--- src/rtl/arrc_pkg.sv ---
`default_nettype none
package arrc_pkg;

  localparam int SAMPLE_BITS = 10;
  localparam int MAX_SAMPLES = 64;
  localparam int SUM_W       = 16;
  localparam int CNT_W       = 7;
  localparam int REF_W       = 10;
  localparam int AVG_W       = 10;
  localparam int RATIO_W     = 16;
  localparam int FRAC_BITS   = 12;
  localparam int DIVD_W      = REF_W + FRAC_BITS;
  localparam int DIVS_W      = SUM_W;
  localparam int ITER_W      = 5;
  localparam int CFG_IDX_W   = 2;
  localparam int CFG_DATA_W  = 10;

  localparam logic [REF_W-1:0] REF_RESET   = 10'd512;
  localparam logic [REF_W-1:0] TOL_RESET   = 10'd64;
  localparam logic [CNT_W-1:0] COUNT_RESET = 7'd16;

  typedef enum logic [CFG_IDX_W-1:0] {
    CFG_REFERENCE    = 2'd0,
    CFG_TOLERANCE    = 2'd1,
    CFG_SAMPLE_COUNT = 2'd2
  } cfg_index_t;

  typedef struct packed {
    logic accumulate;
    logic start_avg;
    logic load_avg;
    logic start_ratio;
    logic finish;
  } arrc_cmd_t;

  typedef struct packed {
    logic complete;
    logic div_busy;
    logic out_free;
  } arrc_status_t;

endpackage
`default_nettype wire

--- src/rtl/arrc_sample_if.sv ---
`default_nettype none
interface arrc_sample_if;
  import arrc_pkg::*;

  logic                   valid;
  logic                   ready;
  logic [SAMPLE_BITS-1:0] sample;

  modport source (output valid, output sample, input ready);
  modport sink (input valid, input sample, output ready);

endinterface
`default_nettype wire

--- src/rtl/arrc_result_if.sv ---
`default_nettype none
interface arrc_result_if;
  import arrc_pkg::*;

  logic               valid;
  logic               ready;
  logic [RATIO_W-1:0] correction_ratio;
  logic [AVG_W-1:0]   average;
  logic               replaced;
  logic               saturated;

  modport source (output valid, output correction_ratio, output average,
                  output replaced, output saturated, input ready);
  modport sink (input valid, input correction_ratio, input average,
                input replaced, input saturated, output ready);

endinterface
`default_nettype wire

--- src/rtl/arrc_div.sv ---
`default_nettype none
module arrc_div
  import arrc_pkg::*;
(
  input  wire logic              clk,
  input  wire logic              rst,
  input  wire logic              start,
  input  wire logic [ITER_W-1:0] iters,
  input  wire logic [DIVD_W-1:0] dividend,
  input  wire logic [DIVS_W-1:0] divisor,
  output logic                   busy,
  output logic [DIVD_W-1:0]      quotient
);

  logic [DIVD_W-1:0] q;
  logic [DIVS_W-1:0] r;
  logic [DIVS_W-1:0] d;
  logic [ITER_W-1:0] cnt;
  logic [DIVS_W:0]   r_shift;
  logic              ge;
  logic [DIVS_W:0]   r_sub;

  // restoring division, one quotient bit per cycle
  always_comb begin
    r_shift = {r, q[DIVD_W-1]};
    ge      = r_shift >= {1'b0, d};
    r_sub   = r_shift - {1'b0, d};
  end

  always_ff @(posedge clk) begin
    if (rst) begin
      busy <= 1'b0;
      cnt  <= '0;
    end else if (start) begin
      busy <= 1'b1;
      cnt  <= iters;
    end else if (busy) begin
      cnt <= cnt - ITER_W'(1);
      if (cnt == ITER_W'(1)) begin
        busy <= 1'b0;
      end
    end
  end

  always_ff @(posedge clk) begin
    if (start) begin
      q <= dividend;
      r <= '0;
      d <= divisor;
    end else if (busy) begin
      q <= {q[DIVD_W-2:0], ge};
      r <= ge ? r_sub[DIVS_W-1:0] : r_shift[DIVS_W-1:0];
    end
  end

  assign quotient = q;

endmodule
`default_nettype wire

--- src/rtl/arrc_ctrl.sv ---
`default_nettype none
module arrc_ctrl
  import arrc_pkg::*;
(
  input  wire logic         clk,
  input  wire logic         rst,
  input  wire logic         in_valid,
  output logic              in_ready,
  input  wire arrc_status_t status,
  output arrc_cmd_t         cmd
);

  typedef enum logic [2:0] {
    S_IDLE,
    S_AVG_START,
    S_AVG_WAIT,
    S_RATIO_START,
    S_RATIO_WAIT,
    S_FINISH
  } state_t;

  state_t state;

  always_ff @(posedge clk) begin
    if (rst) begin
      state <= S_IDLE;
    end else begin
      case (state)
        S_IDLE: begin
          if (in_valid && status.complete) begin
            state <= S_AVG_START;
          end
        end
        S_AVG_START: state <= S_AVG_WAIT;
        S_AVG_WAIT: begin
          if (!status.div_busy) begin
            state <= S_RATIO_START;
          end
        end
        S_RATIO_START: state <= S_RATIO_WAIT;
        S_RATIO_WAIT: begin
          if (!status.div_busy) begin
            state <= S_FINISH;
          end
        end
        S_FINISH: begin
          if (status.out_free) begin
            state <= S_IDLE;
          end
        end
        default: state <= S_IDLE;
      endcase
    end
  end

  always_comb begin
    in_ready        = state == S_IDLE;
    cmd.accumulate  = (state == S_IDLE) && in_valid;
    cmd.start_avg   = state == S_AVG_START;
    cmd.load_avg    = (state == S_AVG_WAIT) && !status.div_busy;
    cmd.start_ratio = state == S_RATIO_START;
    cmd.finish      = (state == S_FINISH) && status.out_free;
  end

endmodule
`default_nettype wire

--- src/rtl/arrc_datapath.sv ---
`default_nettype none
module arrc_datapath
  import arrc_pkg::*;
(
  input  wire logic                   clk,
  input  wire logic                   rst,
  input  wire logic                   cfg_write,
  input  wire logic [CFG_IDX_W-1:0]   cfg_index,
  input  wire logic [CFG_DATA_W-1:0]  cfg_data,
  input  wire logic [SAMPLE_BITS-1:0] sample,
  input  wire arrc_cmd_t              cmd,
  output arrc_status_t                status,
  input  wire logic                   out_ready,
  output logic                        out_valid,
  output logic [RATIO_W-1:0]          out_ratio,
  output logic [AVG_W-1:0]            out_average,
  output logic                        out_replaced,
  output logic                        out_saturated
);

  logic [REF_W-1:0]  reference_value;
  logic [REF_W-1:0]  tolerance;
  logic [CNT_W-1:0]  sample_count;
  logic [SUM_W-1:0]  running_sum;
  logic [CNT_W-1:0]  samples_taken;
  logic [DIVS_W-1:0] avg_final;
  logic              replaced;

  logic [CNT_W-1:0]  n_eff;
  logic [CNT_W-1:0]  taken_next;
  logic [SUM_W-1:0]  ref_ext;
  logic [SUM_W-1:0]  avg_raw;
  logic [SUM_W-1:0]  diff;
  logic              repl_next;
  logic              sat;

  logic              div_start;
  logic [ITER_W-1:0] div_iters;
  logic [DIVD_W-1:0] div_dividend;
  logic [DIVS_W-1:0] div_divisor;
  logic              div_busy;
  logic [DIVD_W-1:0] div_quotient;

  always_ff @(posedge clk) begin
    if (rst) begin
      reference_value <= REF_RESET;
      tolerance       <= TOL_RESET;
      sample_count    <= COUNT_RESET;
    end else if (cfg_write) begin
      case (cfg_index_t'(cfg_index))
        CFG_REFERENCE:    reference_value <= cfg_data[REF_W-1:0];
        CFG_TOLERANCE:    tolerance       <= cfg_data[REF_W-1:0];
        CFG_SAMPLE_COUNT: sample_count    <= cfg_data[CNT_W-1:0];
        default: ;
      endcase
    end
  end

  always_comb begin
    if (sample_count == '0) begin
      n_eff = CNT_W'(1);
    end else if (sample_count > CNT_W'(MAX_SAMPLES)) begin
      n_eff = CNT_W'(MAX_SAMPLES);
    end else begin
      n_eff = sample_count;
    end
    taken_next = samples_taken + CNT_W'(1);
    ref_ext    = {{(SUM_W-REF_W){1'b0}}, reference_value};
    avg_raw    = div_quotient[SUM_W-1:0];
    diff       = (avg_raw > ref_ext) ? (avg_raw - ref_ext) : (ref_ext - avg_raw);
    repl_next  = diff > {{(SUM_W-REF_W){1'b0}}, tolerance};
    sat        = (avg_final == '0) || (div_quotient[DIVD_W-1:RATIO_W] != '0);
  end

  always_ff @(posedge clk) begin
    if (rst) begin
      running_sum   <= '0;
      samples_taken <= '0;
    end else if (cmd.finish) begin
      running_sum   <= '0;
      samples_taken <= '0;
    end else if (cmd.accumulate) begin
      running_sum   <= running_sum + {{(SUM_W-SAMPLE_BITS){1'b0}}, sample};
      samples_taken <= taken_next;
    end
  end

  // average first (sum / n), then ratio ((ref << 12) / average) on the same divider
  always_comb begin
    div_start = cmd.start_avg || cmd.start_ratio;
    if (cmd.start_ratio) begin
      div_iters    = ITER_W'(DIVD_W);
      div_dividend = {reference_value, {FRAC_BITS{1'b0}}};
      div_divisor  = avg_final;
    end else begin
      div_iters    = ITER_W'(SUM_W);
      div_dividend = {running_sum, {(DIVD_W-SUM_W){1'b0}}};
      div_divisor  = {{(DIVS_W-CNT_W){1'b0}}, n_eff};
    end
  end

  arrc_div u_div (
    .clk      (clk),
    .rst      (rst),
    .start    (div_start),
    .iters    (div_iters),
    .dividend (div_dividend),
    .divisor  (div_divisor),
    .busy     (div_busy),
    .quotient (div_quotient)
  );

  always_ff @(posedge clk) begin
    if (cmd.load_avg) begin
      avg_final <= repl_next ? ref_ext : avg_raw;
      replaced  <= repl_next;
    end
  end

  always_ff @(posedge clk) begin
    if (rst) begin
      out_valid <= 1'b0;
    end else if (cmd.finish) begin
      out_valid <= 1'b1;
    end else if (out_ready) begin
      out_valid <= 1'b0;
    end
  end

  always_ff @(posedge clk) begin
    if (cmd.finish) begin
      out_ratio     <= sat ? {RATIO_W{1'b1}} : div_quotient[RATIO_W-1:0];
      out_average   <= avg_final[AVG_W-1:0];
      out_replaced  <= replaced;
      out_saturated <= sat;
    end
  end

  always_comb begin
    status.complete = taken_next >= n_eff;
    status.div_busy = div_busy;
    status.out_free = !out_valid || out_ready;
  end

`ifndef SYNTH
  a_start_idle: assert property (@(posedge clk) disable iff (rst)
    (cmd.start_avg || cmd.start_ratio) |-> !div_busy)
    else $error("divider started while busy");
  a_taken_bound: assert property (@(posedge clk) disable iff (rst)
    samples_taken <= CNT_W'(MAX_SAMPLES))
    else $error("sample counter beyond block size");
  a_finish_free: assert property (@(posedge clk) disable iff (rst)
    cmd.finish |-> (!out_valid || out_ready))
    else $error("result overwrote pending beat");
  a_finish_clear: assert property (@(posedge clk) disable iff (rst)
    cmd.finish |=> (samples_taken == '0 && running_sum == '0 && out_valid))
    else $error("block state not cleared after result");
`endif

endmodule
`default_nettype wire

--- src/rtl/adc_reference_ratio_calibrator_unit.sv ---
// ADC reference ratio calibrator.
// samples: valid/ready channel of raw reference conversions, one per beat.
// results: valid/ready channel; one beat per completed block of samples with
//   correction_ratio (unsigned Q4.12), average, replaced and saturated.
// cfg_write/cfg_index/cfg_data: register writes, taken at any clock edge with
//   cfg_write high: 0 reference_value, 1 tolerance, 2 sample_count.
// Samples are accepted one per cycle while accumulating. The beat that
// completes a block starts two passes of the shared divider, first for the
// average and then for the ratio; the result is then loaded into the output
// register once it is free, and samples are held off until that happens.
// The result sits in an output register; if the receiver stalls, the next
// block is still accumulated, and its result waits until the register frees.
// Synchronous reset restores the register defaults (512, 64, 16), clears the
// sum and the sample counter and drops any pending result.
`default_nettype none
module adc_reference_ratio_calibrator_unit
  import arrc_pkg::*;
(
  input  wire logic                  clk,
  input  wire logic                  rst,
  arrc_sample_if.sink                samples,
  arrc_result_if.source              results,
  input  wire logic                  cfg_write,
  input  wire logic [CFG_IDX_W-1:0]  cfg_index,
  input  wire logic [CFG_DATA_W-1:0] cfg_data
);

  arrc_cmd_t    cmd;
  arrc_status_t status;
  logic         in_ready;

  arrc_ctrl u_ctrl (
    .clk      (clk),
    .rst      (rst),
    .in_valid (samples.valid),
    .in_ready (in_ready),
    .status   (status),
    .cmd      (cmd)
  );

  assign samples.ready = in_ready;

  arrc_datapath u_datapath (
    .clk           (clk),
    .rst           (rst),
    .cfg_write     (cfg_write),
    .cfg_index     (cfg_index),
    .cfg_data      (cfg_data),
    .sample        (samples.sample),
    .cmd           (cmd),
    .status        (status),
    .out_ready     (results.ready),
    .out_valid     (results.valid),
    .out_ratio     (results.correction_ratio),
    .out_average   (results.average),
    .out_replaced  (results.replaced),
    .out_saturated (results.saturated)
  );

endmodule
`default_nettype wire

--- src/flat_wrapper.sv ---
// flat-port wrapper written by rule: the top's interface ports become plain ports
module adc_reference_ratio_calibrator_unit_flat import arrc_pkg::*;
  (clk, rst, cfg_write, cfg_index, cfg_data, samples_valid, samples_sample, samples_ready, results_valid, results_correction_ratio, results_average, results_replaced, results_saturated, results_ready);
  arrc_sample_if samples_i ();
  arrc_result_if results_i ();
  input  wire logic clk;
  input  wire logic rst;
  input  wire logic cfg_write;
  input  wire logic [CFG_IDX_W-1:0] cfg_index;
  input  wire logic [CFG_DATA_W-1:0] cfg_data;
  input wire logic [$bits(samples_i.valid)-1:0] samples_valid;
  input wire logic [$bits(samples_i.sample)-1:0] samples_sample;
  output wire logic [$bits(samples_i.ready)-1:0] samples_ready;
  output wire logic [$bits(results_i.valid)-1:0] results_valid;
  output wire logic [$bits(results_i.correction_ratio)-1:0] results_correction_ratio;
  output wire logic [$bits(results_i.average)-1:0] results_average;
  output wire logic [$bits(results_i.replaced)-1:0] results_replaced;
  output wire logic [$bits(results_i.saturated)-1:0] results_saturated;
  input wire logic [$bits(results_i.ready)-1:0] results_ready;
  assign samples_i.valid = samples_valid;
  assign samples_i.sample = samples_sample;
  assign samples_ready = samples_i.ready;
  assign results_valid = results_i.valid;
  assign results_correction_ratio = results_i.correction_ratio;
  assign results_average = results_i.average;
  assign results_replaced = results_i.replaced;
  assign results_saturated = results_i.saturated;
  assign results_i.ready = results_ready;
  adc_reference_ratio_calibrator_unit u_core (.clk(clk), .rst(rst), .samples(samples_i), .results(results_i), .cfg_write(cfg_write), .cfg_index(cfg_index), .cfg_data(cfg_data));
endmodule
--- config.mk ---
export PLATFORM = sky130hd
export DESIGN_NAME = adc_reference_ratio_calibrator_unit_flat
export DESIGN_NICKNAME = d
export VERILOG_FILES = /design/src/rtl/arrc_pkg.sv /design/src/rtl/arrc_sample_if.sv /design/src/rtl/arrc_result_if.sv /design/src/rtl/arrc_div.sv /design/src/rtl/arrc_ctrl.sv /design/src/rtl/arrc_datapath.sv /design/src/rtl/adc_reference_ratio_calibrator_unit.sv /design/src/flat_wrapper.sv
export SDC_FILE = /design/constraint.sdc
export NUM_CORES = 1
export LEC_CHECK = 0
export BUFFER_PORTS_ARGS = -buffer_cell sky130_fd_sc_hd__buf_2
export CORE_MARGIN = 2
export CORE_UTILIZATION = 30
export DETAILED_ROUTE_END_ITERATION = 7
export HOLD_SLACK_MARGIN = 0.1
export PLACE_DENSITY_LB_ADDON = 0.3
export REMOVE_ABC_BUFFERS = 1
export SYNTH_ARGS = -nofsm -noshare
export SYNTH_HDL_FRONTEND = slang
export SYNTH_SLANG_ARGS = --single-unit
--- constraint.sdc ---
create_clock -name clk -period 10.3 [get_ports clk]
set_clock_uncertainty 0.05 [all_clocks]
set_input_delay 1.03 -clock clk [delete_from_list [all_inputs] [get_ports clk]]
set_output_delay 1.03 -clock clk [all_outputs]
set_load 0.05 [all_outputs]
Word level (Yosys, flattened, before mapping):

Index checks and enable logic that the tools add are counted.

* register bits: 159
* input port bits: 27
* logic and storage cells: 86

* $add $sub $neg: 6
* order comparisons: 5
* equal/unequal tests: 12
* mux-type cells: 22
* reductions and logical operators: 21

Operators with widths (count)
* $mux W22: 3
* $gt A16 B10 Y1: 2
* $mux W16: 2
* $mux W7: 3
* $pmux W3 S6: 1
* $ge A17 B16 Y1: 1
* $add A16 B10 Y16: 1
* $logic_not A16 Y1: 1
* $sub A10 B16 Y16: 1
* $sub A16 B10 Y16: 1
* $sub A16 B16 Y16: 1
* $mux W3: 5
* $mux W10: 1
* $mux W5: 2
* $add A7 B1 Y7 const B: 1
* $ge A7 B7 Y1: 1
* $gt A7 B7 Y1 const B: 1
* $logic_not A7 Y1: 1
* $eq A3 B2 Y1 const B: 2
* $eq A3 B3 Y1 const B: 2
* $ne A2 B2 Y1 const B: 3
* $reduce_and A2 Y1: 3
* $reduce_bool A6 Y1: 1
* $eq A5 B1 Y1 const B: 1
* other kinds (14): 25

Logic depth before layout (Yosys ltp):

* depth after elaboration: 7
* depth in mapped cells: 22

Hierarchy:

Synthesis repeated with hierarchy kept, for this count alone.

* cells, all modules: 1000
* area total of the unflattened synthesis: 9776.9 um^2

Modules (own cells, without submodules)
* arrc_datapath: times used 1, cells an instance 648, area an instance 6115.9 um^2
* arrc_div: times used 1, cells an instance 328, area an instance 3443.3 um^2
* arrc_ctrl: times used 1, cells an instance 24, area an instance 217.7 um^2

Worst setup path after synthesis:

No wires, ideal clock.

* path type: register to register
* start: register u_core.u_datapath.u_div.q[0] (netlist: u_core.u_datapath.u_div.quotient[0])
* end: register u_core.u_datapath.avg_final[1] (data pin)
* arrival time: 4.091 ns
* required time: 9.975 ns
* setup slack: 5.884 ns
* stages on the path, launching flop included: 22
* buffers on the path: 2
* cells stage by stage: edfxtp_1 > inv_1 > ha_1 > inv_1 > fa_1 > a21oi_1 > nand4b_1 > a211o_1 > a31oi_4 > buf_2 > mux2_2 > a221oi_1 > xnor2_1 > ha_1 > o21a_1 > o32ai_1 > a31o_2 > o211ai_1 > or4_1 > buf_2 > nor2_1 > a211oi_1

* cells in the longest elaborated chain, start to end: 4
* elaborated cells on any way between the ends: 6
* classes of those cells: add/sub (2); order compare (2); mux (2)

RTL lines
* from (decl): line arrc_div.sv:15 `logic [DIVD_W-1:0] q;`
* from (signal assigned): line arrc_div.sv:47 `q <= dividend;`
* from (signal assigned): line arrc_div.sv:51 `q <= {q[DIVD_W-2:0], ge};`
* $sub A10 B16 Y16, or another cell as far along: line arrc_datapath.sv:70 `diff = (avg_raw > ref_ext) ? (avg_raw - ref_ext) : (ref_ext - avg_raw);`
* $mux W16 *: line arrc_datapath.sv:70
* $gt A16 B10 Y1 *: line arrc_datapath.sv:71 `repl_next = diff > {{(SUM_W-REF_W){1'b0}}, tolerance};`
* $mux W10 *: line arrc_datapath.sv:115 `avg_final <= repl_next ? ref_ext : avg_raw;`
* to (signal assigned): line arrc_datapath.sv:115
* to (decl): line arrc_datapath.sv:26 `logic [DIVS_W-1:0] avg_final;`

Every way passes the cells marked *; elsewhere a longest branch is shown, timed or not.
A chain may end at the register's enable or synchronous reset.

Worst setup path in the final report:

* start: register u_core.u_datapath.reference_value[4]
* end: register u_core.u_datapath.avg_final[7] (data pin)

* cells in the longest elaborated chain, start to end: 4
* elaborated cells on any way between the ends: 6
* classes of those cells: add/sub (2); order compare (2); mux (2)

RTL lines
* from (decl): line arrc_datapath.sv:21 `logic [REF_W-1:0] reference_value;`
* from (signal assigned): line arrc_datapath.sv:51 `CFG_REFERENCE: reference_value <= cfg_data[REF_W-1:0];`
* $sub A10 B16 Y16, or another cell as far along: line arrc_datapath.sv:70
* $mux W16 *: line arrc_datapath.sv:70
* $gt A16 B10 Y1 *: line arrc_datapath.sv:71
* $mux W10 *: line arrc_datapath.sv:115

Marked as above.

==> results.py <==
metrics = {
    "power": {
        "total_power_w": 0.00208,
        "p_leak_nw": 4.09,
        "powerDensity_nw_per_um2": 200,
        "ir_worst_vdd_uv": 108,
    },
    "critical_path": {
        "r2r_setup_slack_ps": 5190,
        "path_buf_inv": 1,
        "cp-start-kind": "flip-flop",
        "worstPathMaxFanout": 12,
        "crit_arrival_ps": 5220,
        "critPathMaxStageDelay_ps": 670,
        "r2r_start": "u_core.u_datapath.reference_value[4]",
        "crit_required_ps": 10410,
        "criticalPathCategory": "flip-flop to flip-flop",
        "reg2regPathDepth": 17,
        "path_cells": "inv_1 -> ha_1 -> a21o_1 -> a21oi_1 -> a211o_1 -> a31oi_4 -> mux2_2 -> a221oi_1 -> xnor2_1 -> ha_1 -> o21a_1 -> o32ai_1 -> a31o_2 -> o211ai_1 -> nor3_2 -> a22o_1 -> a211oi_1",
        "cpMostUsedCell": "ha_1",
        "cp_slowest_cell": "nor3_2",
        "endpoint_kind": "flip-flop",
        "path_delay_family": "compound AO/OA/AOI/OAI gates",
        "reg2reg_to": "u_core.u_datapath.avg_final[7]",
    },
    "floorplanning": {
        "io_pins": 57,
        "design.core.area_um2": 29800,
        "dieHeight_um": 178,
        "start_util_pct": 30.6,
        "num_rows": 63,
        "die-area_um2": 31800,
        "die_w_um": 178,
    },
    "clock_tree": {
        "insertion_delay_ps": 440,
        "cts_made_buffers": 17,
        "cts_tree": "yes",
        "post_cts_resized": 0,
        "clock_sink_count": 159,
        "cts_root_buf": "clkbuf_16",
        "postCtsSetupRepairBufs": 0,
        "clk_pin_slew_worst_paths_ps": 80,
        "cts-hold-fix-buffers": 0,
        "cts_buffer_depth": 2,
        "htreeDepth": 4,
    },
    "synth": {
        "synth_area_um2": 9120,
        "yosys_warnings": 0,
        "synth_seq_cells": 159,
        "synth_edf_count": 83,
        "synth_cells": 974,
        "synth_area_per_cell_um2": 9.37,
        "ys_types": 59,
        "synthArstFlopShare_pct": 0,
        "synth_flop_cell": "edfxtp_1",
        "synth_seq_area_share_pct": 44.0,
    },
    "timing": {
        "holdWs_ps": 392,
        "rsz0062_at_grt": "no",
        "tightest_slew_ps": 1160,
        "setup_viol": 0,
        "fin_crit_sh_pct": 49.6,
        "fmax_ghz": 0.196,
        "maxSlewViolCount": 0,
        "relSlewSlack_pct": 22.4,
        "finalCriticalPeriod_ps": 5110,
        "hold_viol": 0,
        "finalSetupTns_ps": 0,
    },
    "hold_path": {
        "holdPathStages": 0,
        "worstHoldStart": "u_core.u_datapath.replaced",
        "whs_endpoint": "u_core.u_datapath.out_replaced",
        "hold_class": "flip-flop to flip-flop",
    },
    "cells_and_area": {
        "nFillCells": 3080,
        "final_cells": 1417,
        "diodes": 0,
        "area_growth_pct": 13.9,
        "drive_gt1_share_pct": 11.9,
        "final_nets": 1111,
    },
    "global_routing": {
        "grt_pass1_vias": 6897,
        "overflow": 0,
        "grt_max_degree": 46,
        "grt_antenna_before_repair": 0,
        "gr-usage-all-layers_pct": 15.8,
        "grt_first_pass_wirelength_um": 38300,
    },
    "place": {
        "dp_hpwl_um": 17900,
        "numPlacedInstances": 1385,
        "place.gp.congestion": 0.888,
        "port_buffers": 56,
    },
    "run_status": {
        "status": "complete, no violations",
    },
    "drt": {
        "routed_wl_um": 24300,
        "drt_iter0_drc": 585,
        "routedWlPerCell_um": 17.1,
        "route.antenna.remaining_nets": 0,
        "first_pass_iters": 5,
        "dr_total_vias": 7109,
        "drcViolationCount": 0,
        "vias_per_cell": 5.02,
    },
    "run": {
        "max_cap_viol_count": 0,
    },
}
cells by family after synthesis:
| kind of cell | synth area share, % |
|---|---|
| AO/OA/AOI/OAI | 16.5 |
| buffers and inverters | 4.87 |
| other | 0.0411 |
| AND/OR/NAND/NOR | 16.1 |
| flip-flops | 44.0 |
| XOR/XNOR | 4.03 |
| adder cells (fa/ha/maj) | 9.93 |
| multiplexers | 4.55 |
report_power, final:
part | total [W] | internal (W) | switching (W)
registers | 0.000799 | 0.000739 | 0.0000603
logic | 0.000641 | 0.000276 | 0.000365
clock network | 0.000639 | 0.000327 | 0.000312
synthesized netlist by cell type (all sizes together), types with 3 or more instances:
| cell type | count | area [µm²] |
|---|---|---|
| nor2 | 93 | 349 |
| edfxtp | 83 | 2490 |
| a21oi | 81 | 405 |
| o21ai | 79 | 395 |
| nand2 | 77 | 289 |
| dfxtp | 76 | 1520 |
| inv | 68 | 255 |
| ha | 66 | 826 |
| clkbuf | 37 | 139 |
| mux2i | 37 | 370 |
| xnor2 | 26 | 228 |
| nand4 | 21 | 131 |
| a211oi | 17 | 138 |
| nor3 | 16 | 85.1 |
| xor2 | 16 | 140 |
| a21o | 15 | 113 |
| and3 | 15 | 93.8 |
| nand2b | 12 | 75.1 |
| nand3b | 11 | 82.6 |
| nor2b | 11 | 68.8 |
| or2 | 11 | 68.8 |
| a22o | 10 | 87.6 |
| buf | 10 | 50.1 |
| nand3 | 7 | 35.0 |
| a31oi | 6 | 52.6 |
| nor4 | 6 | 37.5 |
| o21a | 6 | 45.0 |
| or3 | 6 | 37.5 |
| a211o | 5 | 43.8 |
| and2 | 5 | 31.3 |
| fa | 4 | 80.1 |
| mux2 | 4 | 45.0 |
| o211ai | 4 | 30.0 |
| a41oi | 3 | 26.3 |
| o211a | 3 | 30.0 |
stage by stage:
stage	util (%)	area, µm²	worst slack (ps)
after global routing	34.9	10400	4850
after detailed placement	32.9	9800	5300
after CTS	34.9	10400	5240
after floorplan	-	8940	5890
after global placement	32.9	9800	5430
final	34.9	10400	5190
worst max-delay path by stage:
stage                                                    start                              to  slack, ps  cells past startpoint
after global routing      u_core.u_datapath.reference_value[2]  u_core.u_datapath.avg_final[6]       4850                     17
after global placement     u_core.u_datapath.u_div.quotient[0]  u_core.u_datapath.avg_final[3]       5430                     19
final                     u_core.u_datapath.reference_value[4]  u_core.u_datapath.avg_final[7]       5190                     17
after CTS                 u_core.u_datapath.reference_value[4]  u_core.u_datapath.avg_final[7]       5240                     17
after detailed placement   u_core.u_datapath.u_div.quotient[0]  u_core.u_datapath.avg_final[7]       5300                     19
after floorplan            u_core.u_datapath.u_div.quotient[0]  u_core.u_datapath.avg_final[0]       5890                     19
area by class of cell:
cell class | instances | area (µm²) | share of cell area (%)
multi-input combinational | 703 | 4700 | 45.2
tap | 390 | 488 | 4.69
sequential | 159 | 4010 | 38.6
clock buffer | 17 | 425 | 4.09
clock inverter | 15 | 168 | 1.61
inverter | 68 | 255 | 2.46
timing repair buffer | 65 | 348 | 3.35
per-layer routing:
layer | track usage [%] | share of wire, % | vias up
li1 | - | - | 3556
met5 | 0 | 0 | -
met4 | 4.78 | 2.1 | 0
met2 | 25.1 | 46 | 126
met1 | 21.6 | 48 | 3401
met3 | 2.98 | 4.1 | 26
state kept, by name, indices dropped and copies added (netlist names), 3 cells and up:
register	cells
u_core.u_datapath.reference_value	10
u_core.u_datapath.sample_count	7
u_core.u_datapath.samples_taken	7
u_core.u_datapath.tolerance	10
u_core.u_ctrl.state	3
u_core.u_datapath.out_ratio	16
u_core.u_datapath.running_sum	16
u_core.u_datapath.u_div.cnt	5
u_core.u_datapath.u_div.d	16
u_core.u_datapath.out_average	10
u_core.u_datapath.u_div.quotient	22
u_core.u_datapath.u_div.r	16
u_core.u_datapath.avg_final	16
layout by cell type (no fill, tap or decap), types with 4 or more instances in the layout:
cell	Yosys	routed
a211oi_1	15	15
inv_1	68	68
nand2b_1	12	12
a21oi_1	81	81
nand3b_1	11	11
dfxtp_1	76	76
and2_1	5	5
and3_1	15	15
buf_2	7	56
nand4_1	21	21
xnor2_1	26	26
fa_1	4	4
o211ai_1	4	4
edfxtp_1	83	83
mux2_2	4	4
a211o_1	5	5
o21a_1	6	6
xor2_1	16	16
a21o_1	15	15
or2_2	11	11
conb_1	1	4
nand3_1	7	7
a22o_1	10	10
nor2b_1	11	11
ha_1	66	66
a31oi_1	5	5
nor4_1	6	5
inv_8	0	6
clkbuf_16	0	17
o21ai_0	79	78
or3_1	6	6
buf_4	1	9
nor2_1	93	93
mux2i_1	37	37
nor3_1	15	15
nand2_1	77	77
Note: power is estimated with default switching activity, not from simulation.
